## config.mk

```make
export PLATFORM = sky130hd
export DESIGN_NAME = finger_query_line_parser_unit
export DESIGN_NICKNAME = d
export VERILOG_FILES = /design/src/fqlp_pkg.sv /design/src/finger_query_line_parser_unit.sv /design/src/fqlp_in_reg.sv /design/src/fqlp_core.sv
export SDC_FILE = /design/constraint.sdc
export NUM_CORES = 1
export LEC_CHECK = 0
export BUFFER_PORTS_ARGS = -buffer_cell sky130_fd_sc_hd__buf_4
export CAP_MARGIN = 20
export CORE_UTILIZATION = 55
export DETAILED_ROUTE_END_ITERATION = 7
export PLACE_DENSITY = 0.84
export SYNTH_ARGS = -nofsm -noshare
export SYNTH_HDL_FRONTEND = slang
export SYNTH_SLANG_ARGS = --single-unit
```

## constraint.sdc

```tcl
create_clock -name aclk -period 4.8 [get_ports aclk]
set_clock_uncertainty 0.15 [all_clocks]
set_input_delay 0.24 -clock aclk [delete_from_list [all_inputs] [get_ports aclk]]
set_output_delay 0.24 -clock aclk [all_outputs]
set_load 0.03 [all_outputs]
```

## src/fqlp_pkg.sv

```systemverilog
`timescale 1ns / 1ps

package fqlp_pkg;

    localparam int MAX_REQUEST_BYTES_DEF = 4096;
    localparam int COUNT_W               = 13;
    localparam int STATUS_W              = 3;
    localparam int METHOD_W              = 2;
    localparam int S_TDATA_W             = 8;
    localparam int M_TDATA_W             = 48;

    localparam logic [7:0] CHAR_CR    = 8'h0D;
    localparam logic [7:0] CHAR_LF    = 8'h0A;
    localparam logic [7:0] CHAR_SLASH = 8'h2F;
    localparam logic [7:0] CHAR_W     = 8'h57;
    localparam logic [7:0] CHAR_SPACE = 8'h20;

    typedef enum logic [2:0] {
        PH_METHOD_BEGIN = 3'd0,
        PH_METHOD_END   = 3'd1,
        PH_RES_BEGIN    = 3'd2,
        PH_RES_END      = 3'd3,
        PH_FINAL_LF     = 3'd4,
        PH_DONE         = 3'd5
    } phase_t;

    typedef enum logic [2:0] {
        ERR_NONE      = 3'd0,
        ERR_SYMBOL    = 3'd2,
        ERR_AFTER_END = 3'd3,
        ERR_OVERFLOW  = 3'd4
    } err_t;

    localparam logic [2:0] STATUS_PARSING  = 3'd0;
    localparam logic [2:0] STATUS_COMPLETE = 3'd1;

    localparam logic [1:0] METHOD_NONE    = 2'd0;
    localparam logic [1:0] METHOD_SLASH   = 2'd1;
    localparam logic [1:0] METHOD_VERBOSE = 2'd2;

endpackage

```

## src/finger_query_line_parser_unit.sv

```systemverilog
`timescale 1ns / 1ps

// finger query line parser: one query byte per word on the slave side, one status word per
// input word on the master side. a byte is registered at the input, then the parser state
// advances by one small transition into the result registers, so a word is taken every cycle
// and its status word is then presented from those registers; the only limit on throughput is
// backpressure from m_tready. tuser high restarts the parser before that byte. counts are
// held internally up to MAX_REQUEST_BYTES and reported modulo 8192. an error (invalid symbol,
// data after the line end, length overflow) sticks until the next restart.

module finger_query_line_parser_unit #(
    parameter int MAX_REQUEST_BYTES = fqlp_pkg::MAX_REQUEST_BYTES_DEF
) (
    input  logic                           aclk,
    input  logic                           aresetn,
    input  logic                           s_tvalid,
    output logic                           s_tready,
    input  logic [fqlp_pkg::S_TDATA_W-1:0] s_tdata,  // data_byte
    input  logic [0:0]                     s_tuser,  // start_of_request
    output logic                           m_tvalid,
    input  logic                           m_tready,
    // status, method_length, resource_offset, resource_length, bare_lf_seen, bytes_consumed
    output logic [fqlp_pkg::M_TDATA_W-1:0] m_tdata
);

    localparam int PW = $clog2(MAX_REQUEST_BYTES + 1);
    localparam int CW = fqlp_pkg::COUNT_W;

    logic             in_valid;
    logic [7:0]       in_byte;
    logic             in_sor;
    logic             move;
    logic             m_tvalid_reg;
    fqlp_pkg::phase_t phase;
    fqlp_pkg::err_t   error_kind;
    logic [PW-1:0]    position;
    logic [PW-1:0]    name_offset;
    logic [PW-1:0]    name_length;
    logic [1:0]       method_count;
    logic             lf_tolerated;
    logic [2:0]       status;

    assign move = in_valid && (!m_tvalid_reg || m_tready);

    fqlp_in_reg u_in_reg (
        .aclk     (aclk),
        .aresetn  (aresetn),
        .s_tvalid (s_tvalid),
        .s_tready (s_tready),
        .s_tdata  (s_tdata),
        .s_tuser  (s_tuser[0]),
        .take     (move),
        .in_valid (in_valid),
        .in_byte  (in_byte),
        .in_sor   (in_sor)
    );

    fqlp_core #(
        .MAX_REQUEST_BYTES (MAX_REQUEST_BYTES),
        .PW                (PW)
    ) u_core (
        .aclk             (aclk),
        .aresetn          (aresetn),
        .step_en          (move),
        .data_byte        (in_byte),
        .start_of_request (in_sor),
        .phase            (phase),
        .error_kind       (error_kind),
        .position         (position),
        .name_offset      (name_offset),
        .name_length      (name_length),
        .method_count     (method_count),
        .lf_tolerated     (lf_tolerated)
    );

    always_ff @(posedge aclk) begin
        if (!aresetn) begin
            m_tvalid_reg <= 1'b0;
        end else if (move) begin
            m_tvalid_reg <= 1'b1;
        end else if (m_tready) begin
            m_tvalid_reg <= 1'b0;
        end
    end

    always_comb begin
        if (error_kind != fqlp_pkg::ERR_NONE) begin
            status = error_kind;
        end else if (phase == fqlp_pkg::PH_DONE) begin
            status = fqlp_pkg::STATUS_COMPLETE;
        end else begin
            status = fqlp_pkg::STATUS_PARSING;
        end
    end

    assign m_tvalid = m_tvalid_reg;
    assign m_tdata  = {3'b000, CW'(position), lf_tolerated, CW'(name_length),
                       CW'(name_offset), method_count, status};

    a_move_fills_out : assert property (@(posedge aclk) disable iff (!aresetn)
        move |=> m_tvalid)
        else $error("result register not loaded after a step");

    a_position_bounded : assert property (@(posedge aclk) disable iff (!aresetn)
        position <= PW'(MAX_REQUEST_BYTES) && name_length <= position
        && name_offset <= position)
        else $error("parser counters out of range");

    a_error_sticky : assert property (@(posedge aclk) disable iff (!aresetn)
        (move && !in_sor && error_kind != fqlp_pkg::ERR_NONE)
        |=> (error_kind == $past(error_kind) && position == $past(position)))
        else $error("error state changed without a restart");

endmodule

```

## src/fqlp_in_reg.sv

```systemverilog
`timescale 1ns / 1ps

module fqlp_in_reg (
    input  logic       aclk,
    input  logic       aresetn,
    input  logic       s_tvalid,
    output logic       s_tready,
    input  logic [7:0] s_tdata,
    input  logic       s_tuser,
    input  logic       take,
    output logic       in_valid,
    output logic [7:0] in_byte,
    output logic       in_sor
);

    logic       valid_reg;
    logic [7:0] byte_reg;
    logic       sor_reg;

    assign s_tready = !valid_reg || take;
    assign in_valid = valid_reg;
    assign in_byte  = byte_reg;
    assign in_sor   = sor_reg;

    always_ff @(posedge aclk) begin
        if (!aresetn) begin
            valid_reg <= 1'b0;
        end else if (s_tready) begin
            valid_reg <= s_tvalid;
        end
    end

    always_ff @(posedge aclk) begin
        if (s_tvalid && s_tready) begin
            byte_reg <= s_tdata;
            sor_reg  <= s_tuser;
        end
    end

endmodule

```

## src/fqlp_core.sv

```systemverilog
`timescale 1ns / 1ps

module fqlp_core #(
    parameter int MAX_REQUEST_BYTES = fqlp_pkg::MAX_REQUEST_BYTES_DEF,
    parameter int PW                = $clog2(MAX_REQUEST_BYTES + 1)
) (
    input  logic                  aclk,
    input  logic                  aresetn,
    input  logic                  step_en,
    input  logic [7:0]            data_byte,
    input  logic                  start_of_request,
    output fqlp_pkg::phase_t      phase,
    output fqlp_pkg::err_t        error_kind,
    output logic [PW-1:0]         position,
    output logic [PW-1:0]         name_offset,
    output logic [PW-1:0]         name_length,
    output logic [1:0]            method_count,
    output logic                  lf_tolerated
);

    localparam logic [PW-1:0] MAX_POS = PW'(MAX_REQUEST_BYTES);
    localparam logic [PW-1:0] ONE     = PW'(1);

    fqlp_pkg::phase_t phase_reg,  phase_next;
    fqlp_pkg::err_t   err_reg,    err_next;
    logic [PW-1:0]    pos_reg,    pos_next;
    logic [PW-1:0]    off_reg,    off_next;
    logic [PW-1:0]    len_reg,    len_next;
    logic [1:0]       meth_reg,   meth_next;
    logic             lf_reg,     lf_next;

    assign phase        = phase_reg;
    assign error_kind   = err_reg;
    assign position     = pos_reg;
    assign name_offset  = off_reg;
    assign name_length  = len_reg;
    assign method_count = meth_reg;
    assign lf_tolerated = lf_reg;

    always_comb begin
        if (start_of_request) begin
            phase_next = fqlp_pkg::PH_METHOD_BEGIN;
            err_next   = fqlp_pkg::ERR_NONE;
            pos_next   = '0;
            off_next   = '0;
            len_next   = '0;
            meth_next  = fqlp_pkg::METHOD_NONE;
            lf_next    = 1'b0;
        end else begin
            phase_next = phase_reg;
            err_next   = err_reg;
            pos_next   = pos_reg;
            off_next   = off_reg;
            len_next   = len_reg;
            meth_next  = meth_reg;
            lf_next    = lf_reg;
        end
        if (err_next == fqlp_pkg::ERR_NONE) begin
            if (phase_next == fqlp_pkg::PH_DONE) begin
                err_next = fqlp_pkg::ERR_AFTER_END;
            end else if (pos_next >= MAX_POS) begin
                err_next = fqlp_pkg::ERR_OVERFLOW;
            end else begin
                unique case (phase_next)
                    fqlp_pkg::PH_METHOD_BEGIN: begin
                        if (data_byte == fqlp_pkg::CHAR_CR) begin
                            phase_next = fqlp_pkg::PH_FINAL_LF;
                        end else if (data_byte == fqlp_pkg::CHAR_LF) begin
                            lf_next    = 1'b1;
                            phase_next = fqlp_pkg::PH_DONE;
                        end else if (data_byte == fqlp_pkg::CHAR_SLASH) begin
                            meth_next  = fqlp_pkg::METHOD_SLASH;
                            phase_next = fqlp_pkg::PH_METHOD_END;
                        end else begin
                            off_next   = pos_next;
                            len_next   = ONE;
                            phase_next = fqlp_pkg::PH_RES_END;
                        end
                    end
                    fqlp_pkg::PH_METHOD_END: begin
                        if (data_byte == fqlp_pkg::CHAR_W) begin
                            meth_next  = fqlp_pkg::METHOD_VERBOSE;
                            phase_next = fqlp_pkg::PH_RES_BEGIN;
                        end else begin
                            err_next = fqlp_pkg::ERR_SYMBOL;
                        end
                    end
                    fqlp_pkg::PH_RES_BEGIN: begin
                        if (data_byte == fqlp_pkg::CHAR_CR) begin
                            phase_next = fqlp_pkg::PH_FINAL_LF;
                        end else if (data_byte == fqlp_pkg::CHAR_LF) begin
                            lf_next    = 1'b1;
                            phase_next = fqlp_pkg::PH_DONE;
                        end else if (data_byte != fqlp_pkg::CHAR_SPACE) begin
                            off_next   = pos_next;
                            len_next   = ONE;
                            phase_next = fqlp_pkg::PH_RES_END;
                        end
                    end
                    fqlp_pkg::PH_RES_END: begin
                        if (data_byte == fqlp_pkg::CHAR_CR) begin
                            phase_next = fqlp_pkg::PH_FINAL_LF;
                        end else if (data_byte == fqlp_pkg::CHAR_LF) begin
                            lf_next    = 1'b1;
                            phase_next = fqlp_pkg::PH_DONE;
                        end else begin
                            len_next = len_next + ONE;
                        end
                    end
                    default: begin
                        if (data_byte == fqlp_pkg::CHAR_LF) begin
                            phase_next = fqlp_pkg::PH_DONE;
                        end else begin
                            err_next = fqlp_pkg::ERR_SYMBOL;
                        end
                    end
                endcase
                if (err_next == fqlp_pkg::ERR_NONE) begin
                    pos_next = pos_next + ONE;
                end
            end
        end
    end

    always_ff @(posedge aclk) begin
        if (!aresetn) begin
            phase_reg <= fqlp_pkg::PH_METHOD_BEGIN;
            err_reg   <= fqlp_pkg::ERR_NONE;
            pos_reg   <= '0;
            off_reg   <= '0;
            len_reg   <= '0;
            meth_reg  <= fqlp_pkg::METHOD_NONE;
            lf_reg    <= 1'b0;
        end else if (step_en) begin
            phase_reg <= phase_next;
            err_reg   <= err_next;
            pos_reg   <= pos_next;
            off_reg   <= off_next;
            len_reg   <= len_next;
            meth_reg  <= meth_next;
            lf_reg    <= lf_next;
        end
    end

endmodule

```

Word level (Yosys, flattened, before mapping). Index checks and enable logic that the tools add are counted.

Register bits after elaboration: 59. Word-level logic and storage cells: 109.

Equality and inequality tests: 10. $lt $le $gt $ge: 1. Add/sub/neg operators: 2. Muxes and demuxes: 73. Reduce and logical (&&, ||, !) cells: 12.

Operators by type and width (count): two-way mux 13 bit (27); two-way mux 3 bit (22); one-hot mux 13 bit (3 select lines) (1); adder 13 x 1 -> 13 bit (second input constant) (2); one-hot mux 13 bit (2 select lines) (1); two-way mux 2 bit (9); == test 8 x 4 -> 1 bit (second input constant) (2); >= comparator 13 bit (second input constant) (1); one-hot mux 3 bit (4 select lines) (1); two-way mux 1 bit (10); zero test 3 bit (3); == test 8 x 6 -> 1 bit (second input constant) (1); == test 8 x 7 -> 1 bit (second input constant) (1); != test 8 x 6 -> 1 bit (second input constant) (1); == test 3 x 2 -> 1 bit (second input constant) (2); == test 3 bit (second input constant) (2); one-hot mux 3 bit (2 select lines) (1); one-hot mux 2 bit (2 select lines) (1); == test 3 x 1 -> 1 bit (second input constant) (1); nonzero test 3 bit (1); OR reduction 3 bit (1); logical AND 1 bit (2); zero test 1 bit (2); logical OR 1 bit (2); nonzero test 2 bit (1).

Logic depth before layout (Yosys ltp).
Depth in word-level cells: 12. Gate-level depth with buffers: 10.

Cells and area by module. Synthesis repeated with hierarchy kept, for this count alone.

Cells, all modules: 419. Area total of the unflattened synthesis: 3458.3 µm².

Modules (own cells, without submodules): fqlp_core (cells each 392, times used 1, area each 3026.7 µm²); fqlp_in_reg (cells each 14, times used 1, area each 327.8 µm²); finger_query_line_parser_unit (cells each 13, times used 1, area each 103.8 µm²).

Least setup slack after synthesis. OpenSTA, ideal clock, no wires.

Kind: reg2reg. Start point: reg u_in_reg.sor_reg (netlist: u_in_reg.in_sor). End point: reg u_core.len_reg[6] (netlist: u_core.name_length[6]). Setup time: 71 ps. Cell stages (with the launch flop): 10. Buffers on the path: 3. Period minus slack after synthesis: 2550 ps. Setup slack: 2250 ps. Required time: 4579 ps. Data arrival time: 2329 ps. Cells stage by stage: edfxtp_1 buf_2 clkbuf_1 clkbuf_1 nor2b_1 ha_1 nand3_2 or4_1 a211o_1 a21oi_1.

Cells in the longest elaborated chain, start to end: 8.

RTL lines: start: declaration (line fqlp_in_reg.sv:18) `logic sor_reg;`; start signal: assignment (line fqlp_in_reg.sv:36) `sor_reg <= s_tuser;`; two-way mux 13 bit (line fqlp_core.sv:41) `if (start_of_request) begin`; adder 13 x 1 -> 13 bit, or another cell as far along (line fqlp_core.sv:107) `len_next = len_next + ONE;`; two-way mux 13 bit (on tied branches) (line fqlp_core.sv:103, fqlp_core.sv:68, fqlp_core.sv:91); two-way mux 13 bit (on tied branches) (line fqlp_core.sv:101, fqlp_core.sv:66, fqlp_core.sv:89); one-hot mux 13 bit (3 select lines) (line fqlp_core.sv:64) `unique case (phase_next)`; two-way mux 13 bit (line fqlp_core.sv:61) `end else if (pos_next >= MAX_POS) begin`; two-way mux 13 bit (line fqlp_core.sv:59) `if (phase_next == fqlp_pkg::PH_DONE) begin`; two-way mux 13 bit * (line fqlp_core.sv:58) `if (err_next == fqlp_pkg::ERR_NONE) begin`; end signal: assignment (line fqlp_core.sv:139) `len_reg <= len_next;`; end: declaration (line fqlp_core.sv:28) `logic [PW-1:0] len_reg, len_next;`.

Every way passes the cells marked *; elsewhere a longest branch is shown, timed or not. A chain may end at the register's enable or synchronous reset.

Worst setup path after layout.
Start point: reg u_in_reg.sor_reg (netlist: u_in_reg.in_sor). End point: reg u_core.len_reg[11] (netlist: u_core.name_length[11]).

The elaborated chain is that of the path after synthesis.

==> results <==
- The flow ran to the end, and the final reports show no timing, DRC or antenna violations.
- The number of setup violations in the final report is 0.
- The fraction of the yosys area taken by sequential cells is 0.388.
- The number of hold violations in the final report was 0.
- After synthesis, the cell types taking the most area are sky130_fd_sc_hd__dfxtp_1 (31%), sky130_fd_sc_hd__edfxtp_1 (8.3%), sky130_fd_sc_hd__nand2_1 (4.9%).
- The number of pins exceeding their max-slew limit in the final report came to 0.
- After routing, the total negative slack on setup checks comes to 0 ns.
- In this run the horizontal extent of the chip is 79.2 µm.
- The die covers 6270 µm².
- The static leakage is 1.51 nW.
- The core footprint is 5610 µm².
- The detailed-routing iteration count for the pre-antenna-repair pass is 5.
- The initial core utilization is 0.584.
- The worst hold path begins at aresetn.
- The arrival time at the worst endpoint is 3.03 ns.
- Clock-pin slew was measured on the worst setup and hold paths at 0.07 ns.
- The total number of H-tree levels is 3.
- After routing the design area is 3960 µm².
- For the worst setup path, the data required time is 4.89 ns.
- The number of global-route vias before repair was 3016.
- In the final routed layout, each cell accounts on average for 17.7 µm.
- The initial antenna violation count came to 0.
- The repair_antennas step left the layout with diodes totalling 0.
- The final layout contains 456 nets.
- The source of the critical timing path is u_in_reg.in_sor$_DFFE_PP_.
- The number of flops mapped to enable cells by yosys is 9.
- The total of flip-flops plus latches after synthesis is 59.
- In this run the tightest slew margin relative to its limit is 0.336.
- The vertical die dimension is 79.2 µm.
- The remaining antenna violation count is 0.
- The number of DRC markers in iteration 0 is 323.
- The remaining design rule violation count is 0.
- The sort of element at the end of the critical path is a flop.
- The clock insertion delay at the later pin of the skew report is 0.34 ns.
- In the routed layout, each cell is associated on average with a via count of 6.28.
- Total power for the finished layout comes to 1.05 mW.
- The final clock period utilization by the worst path is 0.612.
- The post-cts sizing count is 0.
- The type of the worst setup path is reg -> reg.
- The largest registers in the layout are u_core.name_length (13), u_core.name_offset (13), u_core.position (13).
- The power density relative to cell area is 265 nW/µm².
- The number of buffers inserted during clock tree synthesis is 9.
- The largest net degree at the start of global routing is 31.
- The first-pass GRT wire length is 15100 µm.
- The final-layout fill cell count is 478.
- The cell area that synthesis handed to floorplanning was 3270 µm².
- In the synthesized netlist the async set-or-reset flop fraction comes to 0.
- The count of input and output buffers is 59.
- Routability-driven placement finished with a final weighted congestion of 0.928.
- Global routing finished with a remaining overflow of 0.
- The worst hold slack after final layout is 0.116 ns.
- The post-synthesis average cell area is 8.53 µm².
- The aggregate routed wire length is 9160 µm.
- The maximum clock insertion buffer count is 2.
- The max-capacitance violation count is 0.
- The share of cells above drive strength 1 is 0.207.
- The class of the tightest hold or removal check is in -> reg.
- The count of cell types in the netlist is 74.
- The worst setup path is launched from a flop.
- The post-detailed-placement cell area is 3690 µm².
- VDD sags by at most 0.000214 V.
- The detailed router placed 3249 vias in this run.
- Setup repair after global routing left no endpoint under its margin.
- The most frequent cell after synthesis is sky130_fd_sc_hd__dfxtp_1.
- The half-perimeter wire length after detailed placement is 6280 µm.
- The floorplan has 27 rows.
- The maximum operating frequency is 340 MHz.
- At the pin with the least slew margin, the transition time is 0.993 ns.
- The share of the synthesized area in the top cell type is 0.306.
- The total clock sinks is 59.
- The number of warning messages in the yosys log is 0.
- The area added between synthesis and finish is 21.0%.
- The CTS tree is done.
- In the synthesized netlist, the number of instances is 384.
- The dominant synthesized flop cell is sky130_fd_sc_hd__dfxtp_1.
- The cell at the root of the clock tree is sky130_fd_sc_hd__clkbuf_8.
- The startpoint of the most critical register-to-register path is u_in_reg.in_sor$_DFFE_PP_.
- Of all cell types, the one taking the most synthesized area is sky130_fd_sc_hd__dfxtp_1.
- Pin placement for this block handled 63 I/O pins.
- In this run the worst path has a maximum fanout of 30.
- In the global route stage, overall resource usage came out at 0.315.
- By count the netlist is led by sky130_fd_sc_hd__dfxtp_1 (50), sky130_fd_sc_hd__nand2_1 (43), sky130_fd_sc_hd__nor2_1 (39), sky130_fd_sc_hd__a21oi_1 (27).
- The time the final worst path needs with I/O delays and setup is 2.94 ns.
[layout make-up]
type | instances | area (µm²) | area share
clock buffers | 10 | 138 | 0.0347
clock inverters | 5 | 28.8 | 0.00726
inverters | 5 | 18.8 | 0.00474
multi-input cells | 297 | 1870 | 0.473
flip-flops and latches | 59 | 1270 | 0.321
well taps | 72 | 90.1 | 0.0227
repair buffers | 69 | 543 | 0.137
[worst paths after layout]
kind	depth (start not counted)	slack (ns)	endpoint
worst max-delay path	5	1.86	u_core.name_length[11]$_SDFFE_PN0P_
worst max register to register	5	1.86	u_core.name_length[11]$_SDFFE_PN0P_
worst min-delay path	3	0.12	u_core.method_count[0]$_SDFFE_PN0P_
worst min register to register	1	0.32	u_core.name_offset[12]$_SDFFE_PN0P_
[cells in the final DEF (no fill, tap or decap), types with 6 or more instances in the layout]
| cell | Yosys | layout |
|---|---|---|
| sky130_fd_sc_hd__a21oi_1 | 27 | 27 |
| sky130_fd_sc_hd__a22o_1 | 12 | 12 |
| sky130_fd_sc_hd__a31oi_1 | 6 | 6 |
| sky130_fd_sc_hd__and3_1 | 9 | 9 |
| sky130_fd_sc_hd__buf_4 | 4 | 59 |
| sky130_fd_sc_hd__clkbuf_8 | 0 | 10 |
| sky130_fd_sc_hd__dfxtp_1 | 50 | 50 |
| sky130_fd_sc_hd__dlygate4sd3_1 | 0 | 10 |
| sky130_fd_sc_hd__edfxtp_1 | 9 | 9 |
| sky130_fd_sc_hd__nand2_1 | 43 | 43 |
| sky130_fd_sc_hd__nand3_1 | 15 | 15 |
| sky130_fd_sc_hd__nand4_1 | 8 | 8 |
| sky130_fd_sc_hd__nor2_1 | 39 | 39 |
| sky130_fd_sc_hd__nor2b_1 | 9 | 9 |
| sky130_fd_sc_hd__nor3_1 | 13 | 13 |
| sky130_fd_sc_hd__o2111ai_1 | 6 | 6 |
| sky130_fd_sc_hd__o21ai_0 | 10 | 10 |
| sky130_fd_sc_hd__xnor2_1 | 9 | 9 |
[stage by stage]
stage / util / std cells / setup WS, ns
2_1_floorplan: - / 386 / 2.25
3_3_place_gp: 0.659 / 492 / 2.08
3_5_place_dp: 0.659 / 492 / 1.91
4_1_cts: 0.706 / 517 / 1.87
5_1_grt: 0.706 / 517 / 1.60
6_report: 0.706 / 517 / 1.86
[kinds of logic after synthesis]
kind of cell,share of synthesized area
other,0.00115
AND/OR/NAND/NOR,0.307
AO/OA/AOI/OAI,0.223
buffers and inverters,0.0424
XOR/XNOR,0.0241
flip-flops,0.388
adder cells (fa/ha/maj),0.00764
multiplexers,0.00611
[critical path, cell delays in order, from the launching register on]
cell and delay, ns:
sky130_fd_sc_hd__edfxtp_1 0.98, sky130_fd_sc_hd__nand3_1 0.96, sky130_fd_sc_hd__nand2_1 0.33, sky130_fd_sc_hd__o2bb2ai_1 0.14, sky130_fd_sc_hd__o32ai_1 0.10, sky130_fd_sc_hd__and2_1 0.17
[repair_timing]
| item | CTS | global route |
|---|---|---|
| buffers inserted | 0 | 0 |
| hold buffers | 10 | 0 |
| endpoints found under the hold margin | 10 | 0 |
[per-layer routing]
layer / vias up / GRT usage / share of wire
li1: 1555 / - / -
met1: 1495 / 0.423 / 0.43
met2: 181 / 0.485 / 0.46
met3: 18 / 0.0828 / 0.093
met4: 0 / 0.113 / 0.017
met5: - / 0 / 0
[report_power, final]
group          internal, mW  total, mW  switching, mW
registers             0.512      0.532         0.0197
logic                0.0446      0.120         0.0757
clock network         0.196      0.398          0.202
Power figures use the tool's default switching activity.
